[src/hdl/cgpc_pkg.sv]
// ----------------------------------------------------------------------------
// cgpc_pkg
// Shared types and constants of the current gated pulse controller.
// ----------------------------------------------------------------------------
package cgpc_pkg;

  // Register widths
  localparam int unsigned LEN_W   = 16;
  localparam int unsigned BLINK_W = 20;
  localparam int unsigned IDX_W   = 2;
  localparam int unsigned PHASE_W = 3;

  // Register indexes on the configuration port
  localparam logic [IDX_W-1:0] CFG_PULSE_LENGTH    = 2'd0;
  localparam logic [IDX_W-1:0] CFG_COOLDOWN_LENGTH = 2'd1;
  localparam logic [IDX_W-1:0] CFG_BLINK_PERIOD    = 2'd2;

  // Register reset values
  localparam logic [LEN_W-1:0]   PULSE_LENGTH_RST    = 16'd50;
  localparam logic [LEN_W-1:0]   COOLDOWN_LENGTH_RST = 16'd500;
  localparam logic [BLINK_W-1:0] BLINK_PERIOD_RST    = 20'd500000;

  // Phase codes as reported on the result word
  localparam logic [PHASE_W-1:0] CODE_CHECK = 3'd0;
  localparam logic [PHASE_W-1:0] CODE_WAIT  = 3'd1;
  localparam logic [PHASE_W-1:0] CODE_ARMED = 3'd2;
  localparam logic [PHASE_W-1:0] CODE_PULSE = 3'd3;
  localparam logic [PHASE_W-1:0] CODE_COOL  = 3'd4;
  localparam logic [PHASE_W-1:0] CODE_ERROR = 3'd5;

  // Controller phase, one-hot
  typedef enum logic [5:0] {
    PH_CHECK = 6'b000001,
    PH_WAIT  = 6'b000010,
    PH_ARMED = 6'b000100,
    PH_PULSE = 6'b001000,
    PH_COOL  = 6'b010000,
    PH_ERROR = 6'b100000
  } phase_e;

  typedef struct packed {
    logic enable_level;
    logic current_level;
  } in_t;

  typedef struct packed {
    logic               gate_drive;
    logic               status_led;
    logic               fault_latched;
    logic [PHASE_W-1:0] phase_now;
  } out_t;

  typedef struct packed {
    logic [LEN_W-1:0]   pulse_length;
    logic [LEN_W-1:0]   cooldown_length;
    logic [BLINK_W-1:0] blink_period;
  } cfg_t;

  // One-hot phase to reported code
  function automatic logic [PHASE_W-1:0] phase_code(phase_e ph);
    logic [PHASE_W-1:0] code;
    case (ph)
      PH_WAIT:  code = CODE_WAIT;
      PH_ARMED: code = CODE_ARMED;
      PH_PULSE: code = CODE_PULSE;
      PH_COOL:  code = CODE_COOL;
      PH_ERROR: code = CODE_ERROR;
      default:  code = CODE_CHECK;
    endcase
    return code;
  endfunction

endpackage

[src/hdl/cgpc_cfg_regs.sv]
// ----------------------------------------------------------------------------
// cgpc_cfg_regs
// Configuration registers: pulse length, cooldown length, blink period.
// ----------------------------------------------------------------------------
module cgpc_cfg_regs (
  input  logic                             clk_i,
  input  logic                             rst_ni,
  input  logic                             cfg_valid_i,
  output logic                             cfg_ready_o,
  input  logic [cgpc_pkg::IDX_W-1:0]       cfg_index_i,
  input  logic [cgpc_pkg::BLINK_W-1:0]     cfg_data_i,
  output cgpc_pkg::cfg_t                   cfg_o
);
  import cgpc_pkg::*;

  cfg_t cfg_q;

  // Writes are always taken; unknown indexes are dropped
  assign cfg_ready_o = 1'b1;

  always_ff @(posedge clk_i or negedge rst_ni) begin
    if (!rst_ni) begin
      cfg_q.pulse_length    <= PULSE_LENGTH_RST;
      cfg_q.cooldown_length <= COOLDOWN_LENGTH_RST;
      cfg_q.blink_period    <= BLINK_PERIOD_RST;
    end else if (cfg_valid_i) begin
      case (cfg_index_i)
        CFG_PULSE_LENGTH:    cfg_q.pulse_length    <= cfg_data_i[LEN_W-1:0];
        CFG_COOLDOWN_LENGTH: cfg_q.cooldown_length <= cfg_data_i[LEN_W-1:0];
        CFG_BLINK_PERIOD:    cfg_q.blink_period    <= cfg_data_i;
        default: ;
      endcase
    end
  end

  assign cfg_o = cfg_q;

endmodule

[src/hdl/cgpc_fsm.sv]
// ----------------------------------------------------------------------------
// cgpc_fsm
// Phase machine with tick counter, gate and LED state. Advances one step per
// accepted tick word and presents the resulting status word.
// ----------------------------------------------------------------------------
module cgpc_fsm #(
  parameter int unsigned COUNTER_BITS = 20
) (
  input  logic            clk_i,
  input  logic            rst_ni,
  input  logic            step_i,
  input  cgpc_pkg::in_t   in_i,
  input  cgpc_pkg::cfg_t  cfg_i,
  output cgpc_pkg::out_t  res_o
);
  import cgpc_pkg::*;

  localparam int unsigned CMP_W = (COUNTER_BITS > BLINK_W) ? COUNTER_BITS : BLINK_W;
  localparam logic [COUNTER_BITS-1:0] CNT_MAX = '1;

  phase_e                  phase_q, phase_d;
  logic [COUNTER_BITS-1:0] cnt_q, cnt_d, cnt_inc;
  logic                    led_q, led_d;
  logic                    gate_q, gate_d;
  logic [BLINK_W-1:0]      lim_raw, lim;
  logic                    reaches;

  // Limit for the counting phase; zero acts as one
  always_comb begin
    case (phase_q)
      PH_PULSE: lim_raw = BLINK_W'(cfg_i.pulse_length);
      PH_COOL:  lim_raw = BLINK_W'(cfg_i.cooldown_length);
      default:  lim_raw = cfg_i.blink_period;
    endcase
    lim = (lim_raw == '0) ? BLINK_W'(1) : lim_raw;
  end

  // Saturating increment; a limit past the counter range stops at full scale
  assign cnt_inc = (cnt_q != CNT_MAX) ? cnt_q + COUNTER_BITS'(1) : cnt_q;
  assign reaches = (CMP_W'(cnt_inc) >= CMP_W'(lim)) || (cnt_inc == CNT_MAX);

  // Next state
  always_comb begin
    phase_d = phase_q;
    cnt_d   = cnt_q;
    led_d   = led_q;
    gate_d  = gate_q;
    case (phase_q)
      PH_WAIT: begin
        if (in_i.enable_level) begin
          gate_d  = 1'b1;
          phase_d = PH_ARMED;
        end
      end
      PH_ARMED: begin
        if (in_i.current_level) begin
          cnt_d   = '0;
          phase_d = PH_PULSE;
        end else if (!in_i.enable_level) begin
          gate_d  = 1'b0;
          cnt_d   = '0;
          phase_d = PH_COOL;
        end
      end
      PH_PULSE: begin
        cnt_d = cnt_inc;
        if (reaches) begin
          gate_d  = 1'b0;
          cnt_d   = '0;
          phase_d = PH_COOL;
        end
      end
      PH_COOL: begin
        cnt_d = cnt_inc;
        if (reaches) begin
          cnt_d   = '0;
          phase_d = PH_CHECK;
        end
      end
      PH_ERROR: begin
        gate_d = 1'b0;
        cnt_d  = cnt_inc;
        if (reaches) begin
          led_d = ~led_q;
          cnt_d = '0;
        end
      end
      default: begin
        // check: current with the gate off is a fault
        if (in_i.current_level) begin
          gate_d  = 1'b0;
          cnt_d   = '0;
          phase_d = PH_ERROR;
        end else begin
          phase_d = PH_WAIT;
        end
      end
    endcase
  end

  always_ff @(posedge clk_i or negedge rst_ni) begin
    if (!rst_ni) begin
      phase_q <= PH_CHECK;
      cnt_q   <= '0;
      led_q   <= 1'b1;
      gate_q  <= 1'b0;
    end else if (step_i) begin
      phase_q <= phase_d;
      cnt_q   <= cnt_d;
      led_q   <= led_d;
      gate_q  <= gate_d;
    end
  end

  // Status word shows the state after this tick
  assign res_o.gate_drive    = gate_d;
  assign res_o.status_led    = led_d;
  assign res_o.fault_latched = (phase_d == PH_ERROR);
  assign res_o.phase_now     = phase_code(phase_d);

endmodule

[src/hdl/cgpc_out_buf.sv]
// ----------------------------------------------------------------------------
// cgpc_out_buf
// Result register with a skid entry. The upstream stall is registered, so a
// new word is taken while one waits on a stalled output.
// ----------------------------------------------------------------------------
module cgpc_out_buf (
  input  logic            clk_i,
  input  logic            rst_ni,
  input  logic            push_i,
  input  cgpc_pkg::out_t  data_i,
  output logic            full_o,
  output logic            out_valid_o,
  input  logic            out_stall_i,
  output cgpc_pkg::out_t  out_data_o
);
  import cgpc_pkg::*;

  logic head_valid_q, skid_valid_q;
  out_t head_q, skid_q;
  logic pop, head_free;

  assign pop       = head_valid_q && !out_stall_i;
  assign head_free = pop || !head_valid_q;

  // Valid flags
  always_ff @(posedge clk_i or negedge rst_ni) begin
    if (!rst_ni) begin
      head_valid_q <= 1'b0;
      skid_valid_q <= 1'b0;
    end else if (head_free) begin
      head_valid_q <= skid_valid_q || push_i;
      skid_valid_q <= skid_valid_q && push_i;
    end else if (push_i) begin
      skid_valid_q <= 1'b1;
    end
  end

  // Payload
  always_ff @(posedge clk_i) begin
    if (head_free) begin
      if (skid_valid_q) begin
        head_q <= skid_q;
        skid_q <= data_i;
      end else begin
        head_q <= data_i;
      end
    end else if (push_i) begin
      skid_q <= data_i;
    end
  end

  assign full_o      = skid_valid_q;
  assign out_valid_o = head_valid_q;
  assign out_data_o  = head_q;

endmodule

[src/hdl/current_gated_pulse_controller.sv]
// ----------------------------------------------------------------------------
// current_gated_pulse_controller
// Per-tick gate controller: one current pulse per enable request, cooldown
// after each pulse or abort, latched fault with a blinking status LED.
// ----------------------------------------------------------------------------
//  Channel | Direction | Handshake             | Word
//  in      | in        | in_valid_i/in_stall_o | enable_level, current_level
//  out     | out       | out_valid_o/out_stall_i | gate, led, fault, phase
//  cfg     | in        | cfg_valid_i/cfg_ready_o | register index, data
//
//  One tick word per cycle while in_stall_o is low. Its status word is
//  registered in the output head entry, or in the skid entry behind a held
//  head. Phase step and compare logic sit between state and result registers.
//  Reset puts the block in the check phase, gate off, LED on, defaults in
//  the registers. Configuration writes are always ready.
//  A two-entry output buffer absorbs one stalled word; input stalls only
//  once both entries are full.
// ----------------------------------------------------------------------------
module current_gated_pulse_controller #(
  parameter int unsigned COUNTER_BITS = 20
) (
  input  logic                         clk_i,
  input  logic                         rst_ni,
  input  logic                         in_valid_i,
  output logic                         in_stall_o,
  input  cgpc_pkg::in_t                in_data_i,
  output logic                         out_valid_o,
  input  logic                         out_stall_i,
  output cgpc_pkg::out_t               out_data_o,
  input  logic                         cfg_valid_i,
  output logic                         cfg_ready_o,
  input  logic [cgpc_pkg::IDX_W-1:0]   cfg_index_i,
  input  logic [cgpc_pkg::BLINK_W-1:0] cfg_data_i
);
  import cgpc_pkg::*;

  cfg_t cfg;
  out_t res;
  logic step;
  logic full;

  assign in_stall_o = full;
  assign step       = in_valid_i && !full;

  cgpc_cfg_regs u_cfg (
    .clk_i       (clk_i),
    .rst_ni      (rst_ni),
    .cfg_valid_i (cfg_valid_i),
    .cfg_ready_o (cfg_ready_o),
    .cfg_index_i (cfg_index_i),
    .cfg_data_i  (cfg_data_i),
    .cfg_o       (cfg)
  );

  cgpc_fsm #(
    .COUNTER_BITS (COUNTER_BITS)
  ) u_fsm (
    .clk_i  (clk_i),
    .rst_ni (rst_ni),
    .step_i (step),
    .in_i   (in_data_i),
    .cfg_i  (cfg),
    .res_o  (res)
  );

  cgpc_out_buf u_obuf (
    .clk_i       (clk_i),
    .rst_ni      (rst_ni),
    .push_i      (step),
    .data_i      (res),
    .full_o      (full),
    .out_valid_o (out_valid_o),
    .out_stall_i (out_stall_i),
    .out_data_o  (out_data_o)
  );

  // Gate is only driven in armed or pulse
  a_gate_phase: assert property (@(posedge clk_i) disable iff (!rst_ni)
    out_valid_o && out_data_o.gate_drive |->
      (out_data_o.phase_now == CODE_ARMED) || (out_data_o.phase_now == CODE_PULSE))
    else $error("gate on outside armed/pulse");

  // Fault flag tracks the error phase
  a_fault_phase: assert property (@(posedge clk_i) disable iff (!rst_ni)
    out_valid_o |-> (out_data_o.fault_latched == (out_data_o.phase_now == CODE_ERROR)))
    else $error("fault flag disagrees with phase");

  // Skid entry only fills behind a held result
  a_skid_fill: assert property (@(posedge clk_i) disable iff (!rst_ni)
    $rose(in_stall_o) |-> $past(out_valid_o && out_stall_i))
    else $error("skid filled without output stall");

  // Stall upstream implies a result is waiting
  a_stall_valid: assert property (@(posedge clk_i) disable iff (!rst_ni)
    in_stall_o |-> out_valid_o)
    else $error("input stalled with empty output");

endmodule
[config.mk]
export PLATFORM = sky130hd
export DESIGN_NAME = current_gated_pulse_controller
export DESIGN_NICKNAME = d
export VERILOG_FILES = /design/src/hdl/cgpc_pkg.sv /design/src/hdl/cgpc_cfg_regs.sv /design/src/hdl/cgpc_fsm.sv /design/src/hdl/cgpc_out_buf.sv /design/src/hdl/current_gated_pulse_controller.sv
export SDC_FILE = /design/constraint.sdc
export NUM_CORES = 1
export LEC_CHECK = 0
export ABC_AREA = 1
export BUFFER_PORTS_ARGS = -buffer_cell sky130_fd_sc_hd__clkbuf_2
export CORE_MARGIN = 5
export CORE_UTILIZATION = 41
export CTS_CLUSTER_SIZE = 10
export DETAILED_ROUTE_END_ITERATION = 7
export PLACE_DENSITY = 0.63
export SKIP_CTS_REPAIR_TIMING = 1
export SYNTH_ARGS = -nofsm -noshare
export SYNTH_HDL_FRONTEND = slang
export SYNTH_HIERARCHICAL = 1
export SYNTH_SLANG_ARGS = --single-unit
[constraint.sdc]
create_clock -name clk_i -period 4.89 [get_ports clk_i]
set_clock_uncertainty 0.2 [all_clocks]
set_input_delay 0.978 -clock clk_i [delete_from_list [all_inputs] [get_ports clk_i]]
set_output_delay 0.978 -clock clk_i [all_outputs]
set_load 0.02 [all_outputs]
Yosys cells after proc, flatten, opt, wreduce, memory -nomap -nowiden
Index checks and enable logic that the tools add are counted.
{"block": "op_classes", "addsub": 1, "multipliers": 0, "div_mod_pow": 0, "n_lt_le_gt_ge": 1, "eq_ne": 16, "n_shift": 0, "n_mux": 30, "bitwise_logic": 2, "reduce_logical": 19}
{"cell": "two-way mux 20 bit", "count": 6}
{"cell": "two-way mux 6 bit", "count": 10}
{"cell": "case mux 20 bit (3 select lines)", "count": 1}
{"cell": "case mux 20 bit (2 select lines)", "count": 1}
{"cell": "case mux 6 bit (5 select lines)", "count": 1}
{"cell": "adder 20 x 1 -> 20 bit (second input constant)", "count": 1}
{"cell": "equality test 20 bit (second input constant)", "count": 1}
{"cell": ">= comparator 20 bit", "count": 1}
{"cell": "zero test 20 bit", "count": 1}
{"cell": "inequality test 20 bit (second input constant)", "count": 1}
{"cell": "case mux 3 bit (5 select lines)", "count": 1}
{"cell": "equality test 6 x 2 -> 1 bit (second input constant)", "count": 2}
{"cell": "equality test 6 x 3 -> 1 bit (second input constant)", "count": 2}
{"cell": "equality test 6 x 4 -> 1 bit (second input constant)", "count": 2}
{"cell": "equality test 6 x 5 -> 1 bit (second input constant)", "count": 2}
{"cell": "equality test 6 bit (second input constant)", "count": 2}
{"cell": "two-way mux 1 bit", "count": 9}
{"cell": "AND reduction 2 bit", "count": 4}
{"cell": "case mux 1 bit (5 select lines)", "count": 1}
{"cell": "AND reduction 4 bit", "count": 1}
{"cell": "logical AND 1 bit", "count": 3}
{"cell": "zero test 1 bit", "count": 3}
{"cell": "logical OR 1 bit", "count": 3}
{"cell": "inequality test 3 bit (second input constant)", "count": 1}
{"cell": "8 further kinds", "count": 9}
{"block": "totals", "regBits": 94, "latchBits": 0, "mem_bits_rw": 0, "rom_bits": 0, "in_bits": 29, "wordCells": 86, "memories": 0}

Depth between registers and ports, before layout
Gate-level depths: netlist (run 1).
{"block": "logic_depth", "depth_word": 12, "depth_mapped": 26, "mapped_depth_nobuf": 24}

Cells and area by module
The synthesis (run 1) kept the hierarchy.
{"mod": "cgpc_fsm", "instances": 1, "cells_each": 448, "area_per_inst_um2": 2882.8, "seq_area_each_um2": 703.2}
{"mod": "cgpc_cfg_regs", "instances": 1, "cells_each": 235, "area_per_inst_um2": 2218.4, "seq_area_each_um2": 1321.3}
{"mod": "cgpc_out_buf", "instances": 1, "cells_each": 43, "area_per_inst_um2": 540.5, "seq_area_each_um2": 410.4}
{"mod": "current_gated_pulse_controller", "instances": 1, "cells_each": 2, "area_per_inst_um2": 10.0, "seq_area_each_um2": 0.0}

Worst setup path before layout (run 1)
OpenSTA, ideal clock, no wires.
{"block": "synth_timing", "path_kind": "reg-to-reg", "startpoint": "reg u_fsm.cnt_q[0]", "endpoint": "reg u_obuf.head_q, in the netlist u_obuf/out_data_o[2], data pin", "t_arrival_ns": 2.950, "required_time_ns": 4.438, "slack_ns": 1.488, "stages_incl_launch_ff": 24, "path_buffers": 2, "synth_period_minus_slack_ns": 3.402, "path_cell_list": "dfrtp_1 -> ha_1 -> nand2_2 -> nor2_4 -> nand2_2 -> nor3_2 -> inv_2 -> buf_6 -> clkbuf_1 -> nand2_1 -> ha_1 -> nand2_1 -> nor2_1 -> a211oi_1 -> nand2_1 -> nand2_1 -> nand3_1 -> nor2_1 -> nand2_2 -> nand2_1 -> nand3_1 -> or2_1 -> nand2_1 -> nand2_1"}
{"item": "start, declared", "line_no": "cgpc_fsm.sv:22", "rtl": "logic [COUNTER_BITS-1:0] cnt_q, cnt_d, cnt_inc;"}
{"item": "start signal, assigned", "line_no": "cgpc_fsm.sv:109", "rtl": "cnt_q <= cnt_d;"}
{"item": "end signal, assigned", "line_no": "cgpc_out_buf.sv:42", "rtl": "head_q <= skid_q;"}
{"item": "end signal, assigned", "line_no": "cgpc_out_buf.sv:45", "rtl": "head_q <= data_i;"}
{"item": "end, declared", "line_no": "cgpc_out_buf.sv:19", "rtl": "out_t head_q, skid_q;"}

==> out/metrics.csv, run 1 <==
metric,value,unit
Worst Path Buf+Inv,2,
flop-to-flop setup slack,840,ps
layout cells sized above 1,13.5,%
status,finished clean,
max cap viols,0,
# clock sinks,94,
worst vdd ir,0.250,mV
Worst Hold Launch,u_cfg/cfg_o[28]$_DFFE_PN1P_,
CTS Buf Count,9,
met2 Use GR,28.1,%
Pwr Total,2.54,mW
H-tree depth,3,
syn_nets,778,
"critical path fanouts, max",18,
Post-DP HPWL,10000,um
r2r startpoint,u_fsm/phase_q[0]$_DFFE_PN1P_,
Hold Path Depth,2,
Starting Density,41.2,%
first-pass GRT wire length,23600,um
Worst Tran Pin Value,1050,ps
final instance area,6160,sq um
Die X-Extent,127,um
die area,16200,sq um
sequential-to-total area share from yosys stat,43.1,%
post-synthesis register bit count,94,
Hold Crit Class,reg2reg,
ys flop type,dfrtp_1,
share of the clock period used by the worst path,82.9,%
vias in the first global route,4786,
Pwr Density,413,nW/um^2
Post-route DRC,0,
CP max stage cell,dfstp_2,
DR pass1 iterations,5,
Routed WL per cell,15.0,um
fin util,44.9,%
largest net degree at the start of global routing,83,
Storage cell area,2430,sq um
Critical Path Most Common Cell,nand2_1,
met1 capacity usage during global routing,24.6,%
RSZ-0062 raised after global routing,no,
Routed WL,13900,um
Antenna diodes,0,
core area,13700,sq um
Leak,3.00,nW
Mapped Avg Cell Area,7.76,sq um
die height,127,um
critical path startpoint category,register,
final hold slack,261,ps
CP top delay family,simple AND/OR/NAND/NOR gates,
synthesized area,5650,sq um
Post-synth EDFFs,12,
multi-input logic area,2710,sq um
async set-reset flop share out of synthesis,87.2,%
Max Clk Rate,0.247,GHz
GRT Residual Overflow,0,
met3 usage,3.34,%
Skew-Pair Late Insertion Delay,350,ps
Synth Warn #,6,
Yosys cell types,44,
R2R Path End,u_obuf/out_data_o[2]$_DFFE_PP_,
# IOs,38,
Setup TNS,0,ps
DRT iter0 DRCs,374,
CP peak stage delay,540,ps
Worst-path clk slew,70,ps
grt peak-use layer,met2,
CTS tree,yes,
fillers,1367,
Fin. Hold Viols,0,
site row count,43,
Mapped Cells,728,
Final GP Congestion,0.920,
Root Buffer,clkbuf_16,
"Setup violations, final",0,
area grow syn2layout,8.97,%
Port Buffer Count,36,
crit path time final,4050,ps
Pins Over Slew Limit,0,
CP arrival,3960,ps
worst path cell trace,nor2_1 -> nand4_1 -> clkinv_1 -> a22o_1 -> a21oi_1 -> nand4_1 -> nor2_1 -> nand3b_1 -> nand2_1 -> ha_1 -> inv_1 -> a21oi_1 -> o21ai_0 -> nand4_1 -> nand3_1 -> nor2_1 -> nand2_2 -> nand2_1 -> nand3_1 -> or2_1 -> nand2_1 -> nand2_1,
Antenna Nets Post-Route,0,
initial antenna violation count,0,
kind of critical path,reg2reg,
Final Net Count,794,
gr usage total,17.9,%
Area after DPL,5860,sq um
Hold Path Sink,u_cfg/cfg_o[28]$_DFFE_PN1P_,
total number of vias,4910,
Max clock buf depth,2,
crit path capture type,register,
worst r2r path cells,22,
worst endpoint required time,4800,ps
Via density,5.29,
Worst slew margin,30.1,%
## cells in the final DEF, fill, tap and decap left out, drive strengths merged, types with 2 or more instances in the layout
| cell type | netlist | layout |
|---|---|---|
| nand2 | 262 | 262 |
| xor2 | 6 | 6 |
| nand3 | 48 | 48 |
| dfstp | 18 | 18 |
| nand4 | 57 | 57 |
| dfrtp | 64 | 64 |
| edfxtp | 12 | 12 |
| ha | 21 | 21 |
| o21bai | 2 | 2 |
| o21ai | 24 | 24 |
| inv | 75 | 76 |
| o22ai | 15 | 15 |
| nor3 | 9 | 9 |
| a22o | 12 | 12 |
| clkinv | 2 | 5 |
| buf | 28 | 3 |
| clkbuf | 5 | 44 |
| nor2 | 37 | 37 |
| clkinvlp | 0 | 2 |
| a21oi | 22 | 22 |
## worst min-delay path, cell delays in order (launching register included)
cell and delay (ps):
dfstp_2 370, nand2_1 50, nand2_1 40
## through the flow
stage / cells / worst slack, ps
CTS: 929 / 840
finish: 929 / 837
global route: 929 / 438
floorplan: 728 / 1490
detailed placement: 913 / 841
global placement: 913 / 1020
## state kept, by name, indices dropped and copies added, names as in the netlist
signal,cells
u_obuf/out_data_o,6
u_fsm/gate_q,1
u_fsm/cnt_q,20
u_obuf/full_o,1
u_fsm/led_q,1
u_obuf/skid_q,6
u_obuf/out_valid_o,1
u_cfg/cfg_o,52
u_fsm/phase_q,6
## cells by family after synthesis
family | synth area share [%]
fa+ha+maj | 4.65
compound gates | 8.46
flops | 43.1
buf+inv | 9.03
xor+xnor | 1.08
other cells | 0.0664
simple gates | 33.6
## worst max-delay path by stage
| stage | startpoint | end | slack, ps | cells after the start |
|---|---|---|---|---|
| floorplan | u_fsm/cnt_q[0]$_DFFE_PN0P_ | u_obuf/out_data_o[2]$_DFFE_PP_ | 1490 | 23 |
| global placement | u_fsm/phase_q[0]$_DFFE_PN1P_ | u_obuf/out_data_o[2]$_DFFE_PP_ | 1020 | 22 |
| detailed placement | u_fsm/phase_q[0]$_DFFE_PN1P_ | u_obuf/out_data_o[2]$_DFFE_PP_ | 840 | 22 |
| CTS | u_fsm/phase_q[0]$_DFFE_PN1P_ | u_obuf/out_data_o[2]$_DFFE_PP_ | 840 | 22 |
| global route | u_fsm/phase_q[0]$_DFFE_PN1P_ | u_obuf/out_data_o[2]$_DFFE_PP_ | 440 | 22 |
| finish | u_fsm/phase_q[0]$_DFFE_PN1P_ | u_obuf/out_data_o[2]$_DFFE_PP_ | 840 | 22 |
## power by group
part / switching [mW] / internal [mW]
Sequential: 0.102 / 0.990
Clock: 0.306 / 0.397
Combinational: 0.515 / 0.232
Total: 0.923 / 1.62
## cells in the mapped netlist (all sizes together), types with 2 or more instances
cell	count	area (sq um)
dfrtp	64	1600
nor2	37	195
edfxtp	12	360
inv	75	289
buf	28	195
a22o	12	105
nand4	57	357
clkbuf	5	18.8
nand2	262	1020
o21ai	24	124
o22ai	15	93.8
nor3	9	55.1
dfstp	18	473
o21bai	2	15.0
a21oi	22	110
ha	21	263
clkinv	2	7.51
nand3	48	258
xor2	6	52.6
## layer usage
layer,up-vias,wire (um)
li1,2457,-
met1,2310,6530
met2,120,6430
met3,23,671
met4,0,301
met5,-,0
## cell type report
| class | instances | share of cell area, % |
|---|---|---|
| multi-input combinational | 524 | 43.9 |
| inverter | 77 | 4.82 |
| clock inverter | 7 | 1.18 |
| tap | 180 | 3.66 |
| timing repair buffer | 38 | 3.21 |
| clock buffer | 9 | 3.66 |
| sequential | 94 | 39.5 |
(Power assumes the default switching activity.)
==> inputs of run 2 (changes only) <==
- ABC_AREA: 1 -> 0
- PLACE_DENSITY: 0.63 -> 0.65
- clock period: 4.89 -> 3.47 ns (I/O delays scaled with it)
==> out/metrics.csv, run 2 <==
metric,value,unit,change
Hold Crit Class,in2async,,
flop-to-flop setup slack,-1020,ps,-1860 ps
cell accounting for the most synthesized area,dfrtp_1,,
Pwr Density,536,nW/um^2,+30%
status,finished with violations,,
Antenna Nets Post-Route,0,,unchanged
critical path startpoint category,register,,
RSZ-0062 raised after global routing,yes,,
Via density,5.39,,+2.0%
Root Buffer,clkbuf_16,,
crit path capture type,register,,
Max Clk Rate,0.222,GHz,-9.8%
Mapped Cells,517,,-29%
# clock sinks,94,,unchanged
"critical path fanouts, max",7,,-11
H-tree depth,3,,unchanged
Worst slew margin,32.2,%,+2.1 points
Non-Filler Instances,836,,-10%
Final WS setup,-1020,ps,-1860 ps
post-synthesis register bit count,94,,unchanged
first-pass GRT wire length,22400,um,-5.4%
Final Net Count,705,,-11%
CP arrival,4400,ps,+440 ps
top post-synthesis cells by count,"64 x dfrtp_1, 53 x mux2_2, 48 x nand2_1",,
Routed WL,14200,um,+2.2%
Logic pwr share,36.6,%,+7.2 points
sequential-to-total area share from yosys stat,45.0,%,+1.9 points
Routed WL per cell,17.0,um,+14%
placed insts,807,,-12%
kind of critical path,reg2reg,,
layout cells sized above 1,47.4,%,+34 points
top cell type's share of synthesized area,29.6,%,+1.3 points
fillers,1124,,-18%
CP max stage cell,dfstp_2,,
Fin. Hold Viols,0,,unchanged
core area,13100,sq um,-4.6%
Post-DP HPWL,10400,um,+4.2%
largest net degree at the start of global routing,83,,unchanged
CP top delay family,compound AO/OA/AOI/OAI gates,,
CTS Buf Count,9,,unchanged
Net Switching,1.28,mW,+38%
syn_nets,567,,-27%
ys flop type,dfrtp_1,,
worst vdd ir,0.465,mV,+86%
CP Depth,19,,-14%
site row count,42,,-2.3%
crit path time final,4490,ps,+442 ps
r2r startpoint,u_fsm/phase_q[0]$_DFFE_PN1P_,,
worst path cell trace,nor4_4 -> and3b_2 -> buf_12 -> a22o_1 -> a21oi_4 -> nand3_2 -> or4_1 -> o21ai_1 -> ha_1 -> nand2b_4 -> a21oi_2 -> nor2b_1 -> o311ai_1 -> o2111ai_1 -> a41oi_2 -> buf_6 -> nor2_4 -> xor2_2 -> mux2_4,,
Mapped Avg Cell Area,10.5,sq um,+35%
most frequent cell after synthesis,dfrtp_1,,
share of the clock period used by the worst path,130,%,+47 points
Leak,3.29,nW,+9.7%
# IOs,38,,unchanged
Post-synth EDFFs,12,,unchanged
clock share of power,24.4,%,-3.3 points
"Setup violations, final",35,,+35
GRT Residual Overflow,0,,unchanged
"commonest non-fill, non-tap cell in the layout",buf_4,,
Final GP Congestion,0.902,,-2.0%
vias in the first global route,4407,,-7.9%
Worst-path clk slew,70,ps,about the same
Antenna diodes,0,,unchanged
area grow syn2layout,33.9,%,
Post-route DRC,0,,unchanged
Starting Density,41.4,%,+0.16 points
max cap viols,0,,unchanged
Worst Path Buf+Inv,2,,unchanged
DRT iter0 DRCs,223,,-40%
Setup TNS,-29070,ps,-29070 ps
die area,15600,sq um,-3.9%
synthesized area,5410,sq um,-4.3%
fin util,55.4,%,+10 points
DR pass1 iterations,5,,unchanged
Synth Warn #,6,,unchanged
async set-reset flop share out of synthesis,87.2,%,unchanged
Worst Tran Pin Value,1020,ps,-30.8 ps
Yosys cell types,66,,+50%
Skew-Pair Late Insertion Delay,360,ps,about the same
Sw Ratio,32.9,%,-3.5 points
gr usage total,17.7,%,-0.24 points
worst endpoint required time,3370,ps,-1430 ps
Max clock buf depth,2,,unchanged
worst r2r path cells,19,,-14%
Pins Over Slew Limit,0,,unchanged
initial antenna violation count,0,,unchanged
Int Power,2.61,mW,+61%
Die X-Extent,125,um,-2.0%
total number of vias,4509,,-8.2%
max reg flops,52,,unchanged
"commonest non-fill, non-tap cells in the layout","110 x buf_4, 64 x dfrtp_1, 53 x mux2_2",,
CP peak stage delay,570,ps,+30 ps
failing checks,setup timing,,
CTS tree,yes,,
register share of total power,39.0,%,-4.0 points
ranking of synthesized cells by area,"dfrtp_1 30%, mux2_2 11%, dfstp_2 8.7%",,
die height,125,um,-2.0%
Port Buffer Count,36,,unchanged
R2R Path End,u_obuf/out_data_o[4]$_DFFE_PP_,,
run 2: changes by cell type in the layout (fill, tap and decap cells not counted), sizes merged, moves of 11 or more:
cell,before,now
nand2,262,49
buf,3,120
mux2,0,60
inv,76,21
nand4,57,17
nand3,48,15
a21oi,22,38
o22ai,15,4
run 2: power groups by stage:
stage / Clock (mW) / Sequential, mW / Combinational (mW)
detailed placement: 0 / 1.52 / 1.23
global placement: 0 / 1.52 / 1.18
global route: 1.02 / 1.54 / 1.54
floorplan: 0 / 1.53 / 0.707
finish: 0.949 / 1.51 / 1.42
CTS: 0.972 / 1.50 / 1.23
run 2: final cells by class:
type                       instances  area (sq um)  area share [%]
clock buffer                      11           243            3.35
clock inverter                     5          38.8           0.535
multi-input combinational        374          3010            41.6
sequential                        94          2430            33.6
timing repair buffer             158          1230            16.9
inverter                          18          67.6           0.933
tap                              176           220            3.04
run 2: cells by family (layout without fill, tap and decap cells):
group | count (synthesis) | in the layout | synth area share (%)
XOR/XNOR | 14 | 14 | 2.27
buffers and inverters | 49 | 192 | 4.60
other | 1 | 1 | 0.0693
adder cells (fa/ha/maj) | 21 | 21 | 4.86
AND/OR/NAND/NOR | 163 | 163 | 16.2
AO/OA/AOI/OAI | 115 | 115 | 14.0
flip-flops | 94 | 94 | 45.0
multiplexers | 60 | 60 | 13.0
run 2: stage by stage:
step / hold slack (ps) / instance area [sq um] / setup WS [ps] / power, mW
after floorplan: 198 / 5510 / -836 / 2.24
after global placement: 290 / 6540 / -905 / 2.70
final: 308 / 7240 / -1020 / 3.88
after global routing: 313 / 7240 / -1240 / 4.10
after detailed placement: 294 / 6540 / -986 / 2.75
after CTS: 309 / 6830 / -1010 / 3.71
run 2: worst max-delay path by stage:
stage / startpoint / to
after floorplan: u_fsm/phase_q[0]$_DFFE_PN1P_ / u_obuf/out_data_o[4]$_DFFE_PP_
after global placement: u_fsm/phase_q[0]$_DFFE_PN1P_ / u_obuf/out_data_o[4]$_DFFE_PP_
after detailed placement: u_fsm/phase_q[0]$_DFFE_PN1P_ / u_obuf/out_data_o[4]$_DFFE_PP_
after CTS: u_fsm/phase_q[0]$_DFFE_PN1P_ / u_obuf/out_data_o[4]$_DFFE_PP_
after global routing: u_fsm/phase_q[3]$_DFFE_PN0P_ / u_obuf/out_data_o[4]$_DFFE_PP_
final: u_fsm/phase_q[0]$_DFFE_PN1P_ / u_obuf/out_data_o[4]$_DFFE_PP_
run 2: metal layers:
metal / track usage [%] / routed length [um]
met1: 23.1 / 6110
met5: 0 / 0
met3: 3.64 / 705
met2: 29.6 / 7160
met4: 5.61 / 256
run 2: worst reg2reg max path: stages (launching register included):
cell and delay (ps):
dfstp_2 570, nor4_4 60, and3b_2 270, buf_12 160
a22o_1 250, a21oi_4 130, nand3_2 70, or4_1 510
o21ai_1 130, ha_1 240, nand2b_4 140, a21oi_2 120
nor2b_1 50, o311ai_1 240, o2111ai_1 180, a41oi_2 280
buf_6 170, nor2_4 40, xor2_2 150, mux2_4 260
